<file path="src/rtl/core/twsb_pkg.sv">
// types and constants shared by the time window sample buffer modules
package twsb_pkg;

    localparam int STAMP_W  = 64;
    localparam int VALUE_W  = 64;
    localparam int WINDOW_W = 48;

    typedef struct packed {
        logic [STAMP_W-1:0] stamp;
        logic [VALUE_W-1:0] value;
    } entry_t;

    typedef enum logic [2:0] {
        CELL_HOLD       = 3'd0,
        CELL_PUSH       = 3'd1,
        CELL_SHIFT_PUSH = 3'd2,
        CELL_SHIFT      = 3'd3,
        CELL_ROTATE     = 3'd4
    } cell_op_t;

    typedef struct packed {
        cell_op_t op;
        logic     sel;
    } cell_ctrl_t;

    typedef enum logic [2:0] {
        ST_IDLE  = 3'b001,
        ST_EVICT = 3'b010,
        ST_EMIT  = 3'b100
    } state_t;

endpackage

</file>
<file path="src/rtl/core/twsb_cell.sv">
// one storage cell of the sample chain: holds one timestamped sample
module twsb_cell
    import twsb_pkg::*;
(
    input  logic       clk,
    input  cell_ctrl_t ctrl,
    input  entry_t     nbr,
    input  entry_t     head,
    input  entry_t     load,
    output entry_t     q
);

    entry_t entry_reg;
    entry_t entry_next;

    always_comb
    begin
        entry_next = entry_reg;
        case (ctrl.op)
            CELL_HOLD:
            begin
                entry_next = entry_reg;
            end
            CELL_PUSH:
            begin
                if (ctrl.sel)
                begin
                    entry_next = load;
                end
            end
            CELL_SHIFT_PUSH:
            begin
                entry_next = ctrl.sel ? load : nbr;
            end
            CELL_SHIFT:
            begin
                entry_next = nbr;
            end
            CELL_ROTATE:
            begin
                // tail cell takes the head so the run comes back in order
                entry_next = ctrl.sel ? head : nbr;
            end
            default:
            begin
                entry_next = entry_reg;
            end
        endcase
    end

    always_ff @(posedge clk)
    begin
        entry_reg <= entry_next;
    end

    assign q = entry_reg;

endmodule

</file>
<file path="config.mk">
export PLATFORM = sky130hd
export DESIGN_NAME = twsb_cell
export DESIGN_NICKNAME = d
export VERILOG_FILES = /design/src/rtl/core/twsb_pkg.sv /design/src/rtl/core/twsb_cell.sv
export SDC_FILE = /design/constraint.sdc
export NUM_CORES = 1
export LEC_CHECK = 0
export BUFFER_PORTS_ARGS = -buffer_cell sky130_fd_sc_hd__buf_2
export CORE_AREA = 2 2 203 205
export DETAILED_ROUTE_END_ITERATION = 8
export DIE_AREA = 0 0 205 207
export SLEW_MARGIN = 20
export SYNTH_ARGS = -nofsm -noshare
export SYNTH_HDL_FRONTEND = slang
export SYNTH_SLANG_ARGS = --single-unit
</file>
<file path="constraint.sdc">
create_clock -name clk -period 12.2 [get_ports clk]
set_input_delay 2.44 -clock clk [delete_from_list [all_inputs] [get_ports clk]]
set_output_delay 2.44 -clock clk [all_outputs]
set_load 0.005 [all_outputs]
</file>
# After elaboration in Yosys (flattened, before gate mapping)
# Index checks and enable logic that the tools add are counted.
[word_totals] ff_bits=128 elab_cells=13 output_inout_bits=128 in_bits=389
[op_classes] n_reduce_logical=2 n_eq_ne=5 muxes=4
[op_table] operator="one-hot mux 128 bit (4 select lines)" n=1
[op_table] operator="2-to-1 mux 128 bit" n=3
[op_table] operator="equality test 3 x 2 -> 1 bit (second input constant)" n=2
[op_table] operator="nonzero test 4 bit" n=1
[op_table] operator="equality test 3 x 1 -> 1 bit (second input constant)" n=1
[op_table] operator="equality test 3 bit (second input constant)" n=1
[op_table] operator="!= test 2 bit (second input constant)" n=1
[op_table] operator="AND reduction 2 bit" n=1

# Depth between registers and ports, before layout
# Gate-level depths: netlist (run 1).
[logic_depth] depth_word=3 depth_mapped=7 depth_no_buf=4

# Worst setup path before layout (run 1)
# OpenSTA, ideal clock, no wires.
[synth_path] kind="in2reg" startpoint="input ctrl[0] (netlist name)" endpoint="register entry_reg (netlist bit q[0]), enable pin" slack_ns=2.263 cell_stages=4 path_buffers=2 t_arrival_ns=9.277 t_required_ns=11.540 setup_time_ns=0.660 path_cell_list="buf_2 buf_2 a21oi_1 o22ai_1"
[synth_via] elab_chain_cells=2
[synth_lines] element="start, declared" line="twsb_cell.sv:6" text="input cell_ctrl_t ctrl,"
[synth_lines] element="!= test 2 bit (no line)"
[synth_lines] element="AND reduction 2 bit (no line)"
[synth_lines] element="end signal, assigned" line="twsb_cell.sv:53" text="entry_reg <= entry_next;"
[synth_lines] element="end, declared" line="twsb_cell.sv:13" text="entry_t entry_reg;"
# No other way between the ends.
# A chain may end at the register's enable or synchronous reset.

==> results by group, run 1 <==
Status
  • Status: complete, no violations

Detailed routing
  • Router iterations before antenna repair: 4
  • Via/cell ratio: roughly 4.3
  • # DRC: 0
  • 1st-iter DRT viols: slightly above 500
  • Final ANT Viol Nets: 0
  • Routed len/inst: 19.3 um
  • Via count: 7023
  • Routed wire length: 31300 um

Critical path
  • Worst Setup End Kind: register
  • Arr. time, crit path: ~4.6 ns
  • WS Path Type: input port to register
  • CP max stage cell: buf_4
  • Crit-path max cell delay: 0.64 ns
  • CP max FO: between 70 and 80
  • CP Launch Type: input port
  • Most frequent CP cell: buf_4
  • CP cell instances: buf_2, buf_4, inv_1, a22o_4, buf_4, a221o_1
  • Worst Path Required: 12.41 ns

Global routing
  • Vias in the first global route: 7188
  • First-pass GRT wire length: 44600 um
  • GR Util All Layers: 14.4%
  • Largest net degree at the start of global routing: 85
  • Initial antenna violation count: 3
  • GRT overflow: 0

CTS
  • Cts bufs inserted: 17
  • PostCTS Resize Cnt: 0
  • Setup Buffers After CTS: 0
  • CTS sink cnt: approximately 130
  • CTS tree: yes
  • Longest Clk Path Bufs: 2
  • Root Buffer: clkbuf_16
  • CTS Hold Bufs: 0
  • Htree depth: 4
  • Reg clk slew, reported paths: around 0.060 ns

Timing
  • Fin. Hold Viols: 0
  • Tmin final: 4.41 ns
  • FMAX: 227 MHz
  • Max-slew violations: 0
  • Setup TNS: 0 ns
  • Setup-failing EPs final: 0
  • Hold WS: roughly 2.3 ns
  • Worst slew pin tran: around 1 ns
  • Max_slew headroom: 31.8%
  • Unrepaired setup endpoints after global routing: false
  • Period utilization: 36.2%

Finish
  • NumNets Final: 1464
  • Layout cells sized above 1: 51.7%
  • Largest register FFs: about 130
  • Area Growth Syn to Fin: 49.9%

Floorplan
  • Die area: 0.0424 sq mm
  • Starting density of the core: 18.1%
  • Core box area: around 0.04 sq mm
  • Die W: 205 um
  • Io pins: 517
  • Chip Height: 207 um
  • FP Rows: 74

Synthesis
  • Synth cell types: 21
  • Post-synth EDFFs: between 100 and 150
  • Cell with the most instances after synthesis: mux2i_1
  • Post-synthesis sequential element count: approximately 130
  • Main synth FF type: edfxtp_1
  • Asr flop ratio synth: 0%
  • Yosys top cell by area: edfxtp_1
  • Top post-synthesis cells by count: 131 x mux2i_1, 128 x edfxtp_1, 84 x a221o_1, 84 x and2_1, 48 x a21oi_1
  • Syn Area/Cell: 12.5 sq um
  • Yosys warns: 0
  • Seq/Total Area, Yosys: 52.5%
  • Largest cells by area after synthesis: edfxtp_1 53%, mux2i_1 18%, a221o_1 11%, and2_1 7.2%, a21oi_1 3.3%
  • Mapped Area: 0.00732 sq mm
  • Syn Nets: approximately 970
  • Gate Count Post-Synth: 585
  • Area share of the largest cell type after synthesis: 52.5%

Place
  • # port buffers: 516
  • Routability cong.: 0.885
  • Detailed placer's ending HPWL: 23600 um

Power
  • LEAKAGE: around 5.0 nW
  • Pwr dens: 126 mW/mm^2
  • Maximum VDD drop: around 0.054 mV

Hold path
  • Worst Hold Class: input port to register
  • Hold endpoint: q[66]$_DFFE_PP_
  • WHS Path Cells: 2
  • Hold wc startpoint: load[66]

Job
  • MaxCap Viol Count: 0
[cell type report]
class	count	area, sq um
Inverter	2	7.51
Multi-Input combinational cell	402	3220
Clock inverter	15	160
Antenna cell	1	2.50
Timing Repair Buffer	524	2650
Clock buffer	17	425
Fill cell	4310	29400
Tap cell	532	666
Sequential cell	128	3840
[report_power, final]
part / leakage (nW) / total, mW / switching (mW) / internal (mW)
clock: 0.273 / 0.523 / 0.222 / 0.302
sequential: 1.22 / 0.574 / 0.0189 / 0.555
combinational: 3.51 / 0.284 / 0.147 / 0.136
total: 5.01 / 1.38 / 0.388 / 0.993
[layer usage]
metal / wire [um] / global-route usage [%] / up-vias
li1: - / - / 3280
met5: 13 / 0 / -
met3: 2890 / 4.92 / 38
met4: 922 / 6.77 / 2
met2: 15400 / 24.5 / 360
met1: 12100 / 16.0 / 3343
[metrics by stage]
stage / total power, mW / std cells / area, sq um / utilization [%] / worst slack, ns
after floorplan: 0.704 / 585 / 7320 / - / 2.26
after global placement: 0.865 / 1588 / 10400 / 25.7 / 7.38
after detailed placement: 0.870 / 1588 / 10400 / 25.7 / 7.31
after CTS: 1.41 / 1620 / 11000 / 27.2 / 7.84
after global routing: 1.45 / 1621 / 11000 / 27.2 / 7.68
final: 1.38 / 1621 / 11000 / 27.2 / 7.79
[cells in the final DEF, fill, tap and decap left out]
| cell type | count |
|---|---|
| nor2_1 | 44 |
| o21ai_0 | 1 |
| a21oi_4 | 2 |
| clkinvlp_4 | 5 |
| a22o_4 | 1 |
| nand2b_4 | 1 |
| nor3_4 | 1 |
| clkinv_4 | 2 |
| diode_2 | 1 |
| bufinv_16 | 2 |
| a21oi_1 | 47 |
| clkbuf_16 | 17 |
| and2_1 | 84 |
| buf_2 | 515 |
| inv_1 | 2 |
| buf_4 | 9 |
| nand3b_1 | 1 |
| edfxtp_1 | 128 |
| nand2b_1 | 1 |
| inv_6 | 4 |
| clkinv_2 | 2 |
| a221o_1 | 84 |
| mux2i_1 | 131 |
| o22ai_4 | 1 |
| nor2_4 | 1 |
| xnor2_1 | 1 |
| nor3b_1 | 1 |
[logic make-up (layout without fill, tap and decap cells)]
group	Yosys count	after routing	synth area share, %
AO/OA/AOI/OAI	136	136	15.2
AND/OR/NAND/NOR	134	134	10.1
multiplexers	131	131	17.9
flip-flops	128	128	52.5
buffers and inverters	55	558	4.19
XOR/XNOR	1	1	0.120
other	0	1	0
[worst max path at each step]
stage / slack, ns / start / cells past startpoint / to
finish: 7.79 / ctrl[0] / 6 / q[127]$_DFFE_PP_
detailed placement: 7.31 / ctrl[0] / 6 / q[109]$_DFFE_PP_
floorplan: 2.26 / ctrl[0] / 4 / q[0]$_DFFE_PP_
CTS: 7.84 / ctrl[0] / 6 / q[31]$_DFFE_PP_
global route: 7.68 / ctrl[0] / 5 / q[126]$_DFFE_PP_
global placement: 7.38 / ctrl[0] / 5 / q[63]$_DFFE_PP_
[worst max-delay path: cells and delay by family]
| family | cells | cell delay [ns] |
|---|---|---|
| buf+inv | 4 | 1.29 |
| compound gates | 2 | 0.76 |
No activity file was read; power rests on OpenSTA's default activity.
==> run 2, diff against run 1 <==
Settings changed: CORE_AREA 2 2 203 205 to 2 2 201 203, DIE_AREA 0 0 205 207 to 0 0 203 205.
Clock period 12.2 ns to 3.6 ns, I/O delays scaled along.
==> results by group, run 2 (same netlist as run 1, synthesis figures left out) <==
Critical path
  • Arr. time, crit path: 2.29 ns (was 4.62 ns)
  • CP max FO: 76 (was 79)
  • Critical Path Start: ctrl[0] (unchanged)
  • CP Launch Type: input port (unchanged)
  • Worst Path Required: 3.67 ns (was 12.41 ns)
  • Worst Setup End Kind: register (unchanged)
  • WS Path Type: input port to register (unchanged)

Finish
  • Fin util: 28.1% (was 27.2%)
  • NumNets Final: 1467 (was 1464)
  • Layout cells sized above 1: 51.9% (was 51.7%)
  • Post-route cell area: 0.0111 sq mm (was 0.0110 sq mm)
  • Most common cell after layout, fill and taps aside: buf_2 (unchanged)
  • Largest register FFs: 128 (unchanged)
  • Post-Layout Cell Count: 1617 (was 1621)
  • Most frequent cells in the layout: 514 x buf_2, 131 x mux2i_1, 128 x edfxtp_1, 84 x and2_1, 84 x a221o_1 (was 515 x buf_2, 131 x mux2i_1, 128 x edfxtp_1, 84 x and2_1, 84 x a221o_1)
  • Area Growth Syn to Fin: 51.2% (was 49.9%)

Timing
  • Period utilization: 61.5%
  • Tmin final: 2.21 ns
  • FMAX: 452 MHz
  • Fin. Hold Viols: 0 (unchanged)
  • Setup-failing EPs final: 0 (unchanged)
  • Worst slew pin tran: 0.869 ns (was 1.02 ns)
  • Hold WS: 0.585 ns (was 2.27 ns)
  • Unrepaired setup endpoints after global routing: false (unchanged)
  • Max-slew violations: 0 (unchanged)
  • Final worst slack: 1.39 ns (was 7.79 ns)
  • Max_slew headroom: 42.0% (was 31.8%)
  • Setup TNS: 0 ns (unchanged)

Power
  • LEAKAGE: 5.06 nW (was 5.01 nW)
  • Overall power: 4.73 mW (was 1.38 mW)
  • Maximum VDD drop: 0.283 mV (was 0.0542 mV)
  • Pwr dens: 427 mW/mm^2 (was 126 mW/mm^2)

CTS
  • CTS sink cnt: 128 (unchanged)
  • Htree depth: 4 (unchanged)
  • Cts bufs inserted: 17 (unchanged)
  • Longest Clk Path Bufs: 2 (unchanged)
  • Reg clk slew, reported paths: 0.07 ns (was 0.06 ns)
  • Setup Buffers After CTS: 0 (unchanged)
  • Root Buffer: clkbuf_16 (unchanged)
  • PostCTS Resize Cnt: 0 (unchanged)
  • CTS tree: yes (unchanged)
  • CTS Hold Bufs: 0 (unchanged)

Global routing
  • GRT overflow: 0 (unchanged)
  • Largest net degree at the start of global routing: 85 (unchanged)
  • GR Util All Layers: 13.3% (was 14.4%)
  • Initial antenna violation count: 4 (was 3)
  • First-pass GRT wire length: 40400 um (was 44600 um)
  • Vias in the first global route: 6772 (was 7188)

Hold path
  • Hold wc startpoint: load[124] (was load[66])
  • Worst Hold Class: input port to register (unchanged)

Place
  • DP Area: 0.0105 sq mm (was 0.0104 sq mm)
  • Worst slack, placed: 0.909 ns (was 7.31 ns)
  • Routability cong.: 0.845 (was 0.885)
  • Detailed placer's ending HPWL: 22600 um (was 23600 um)
  • # port buffers: 516 (unchanged)
  • Cells after DPL: 1584 (was 1588)

Detailed routing
  • # DRC: 0 (unchanged)
  • 1st-iter DRT viols: 418 (was 510)
  • Via/cell ratio: 4.31 (was 4.33)
  • Router iterations before antenna repair: 7 (was 4)
  • Routed wire length: 29400 um (was 31300 um)
  • Routed len/inst: 18.2 um (was 19.3 um)
  • Via count: 6970 (was 7023)
  • Final ANT Viol Nets: 0 (unchanged)

Floorplan
  • Io pins: 517 (unchanged)
  • Starting density of the core: 18.6% (was 18.1%)
  • Core box area: 0.0394 sq mm (was 0.0404 sq mm)
  • Die W: 203 um (was 205 um)
  • Chip Height: 205 um (was 207 um)
  • FP Rows: 73 (was 74)
  • Die area: 0.0416 sq mm (was 0.0424 sq mm)

Job
  • MaxCap Viol Count: 0 (unchanged)

Status
  • Status: complete, no violations (unchanged)
run 2: cell types whose count changed in the layout (fill, tap and decap cells not counted):
| cell | previous run | this run |
|---|---|---|
| a21oi_1 | 47 | 46 |
| clkinv_1 | 0 | 1 |
| inv_6 | 4 | 5 |
| buf_12 | 0 | 4 |
| buf_2 | 515 | 514 |
| a21oi_2 | 0 | 1 |
| bufinv_16 | 2 | 3 |
| clkinvlp_4 | 5 | 1 |
| clkinv_4 | 2 | 3 |
run 2: final timing paths:
kind	endpoint	depth (start not counted)	slack, ns
worst max-delay path	q[25]$_DFFE_PP_	5	1.39
worst min-delay path	q[124]$_DFFE_PP_	2	0.58
run 2: report_power, final:
part | total (mW) | switching, mW | leakage [nW] | internal, mW
Sequential | 1.95 | 0.0674 | 1.22 | 1.88
Combinational | 0.958 | 0.485 | 3.54 | 0.473
Clock | 1.82 | 0.726 | 0.296 | 1.10
run 2: area by class of cell:
type,count,area (sq um)
antenna,1,2.50
clock buffer,17,425
clock inverter,15,181
fill,4163,28300
inverter,2,7.51
multi-input combinational,402,3230
sequential,128,3840
tap,525,657
timing repair buffer,527,2720
run 2: routing by layer:
layer | GRT usage [%] | wire length (um) | vias up
li1 | - | - | 3281
met1 | 14.1 | 10900 | 3283
met2 | 23.4 | 14700 | 347
met3 | 4.92 | 2630 | 51
met4 | 6.60 | 1160 | 8
met5 | 0 | 49 | -
run 2: critical path, stage by stage:
cell     delay (ns)
buf_4          0.11
buf_4          0.63
a21oi_2        0.16
o22ai_4        0.20
buf_12         0.34
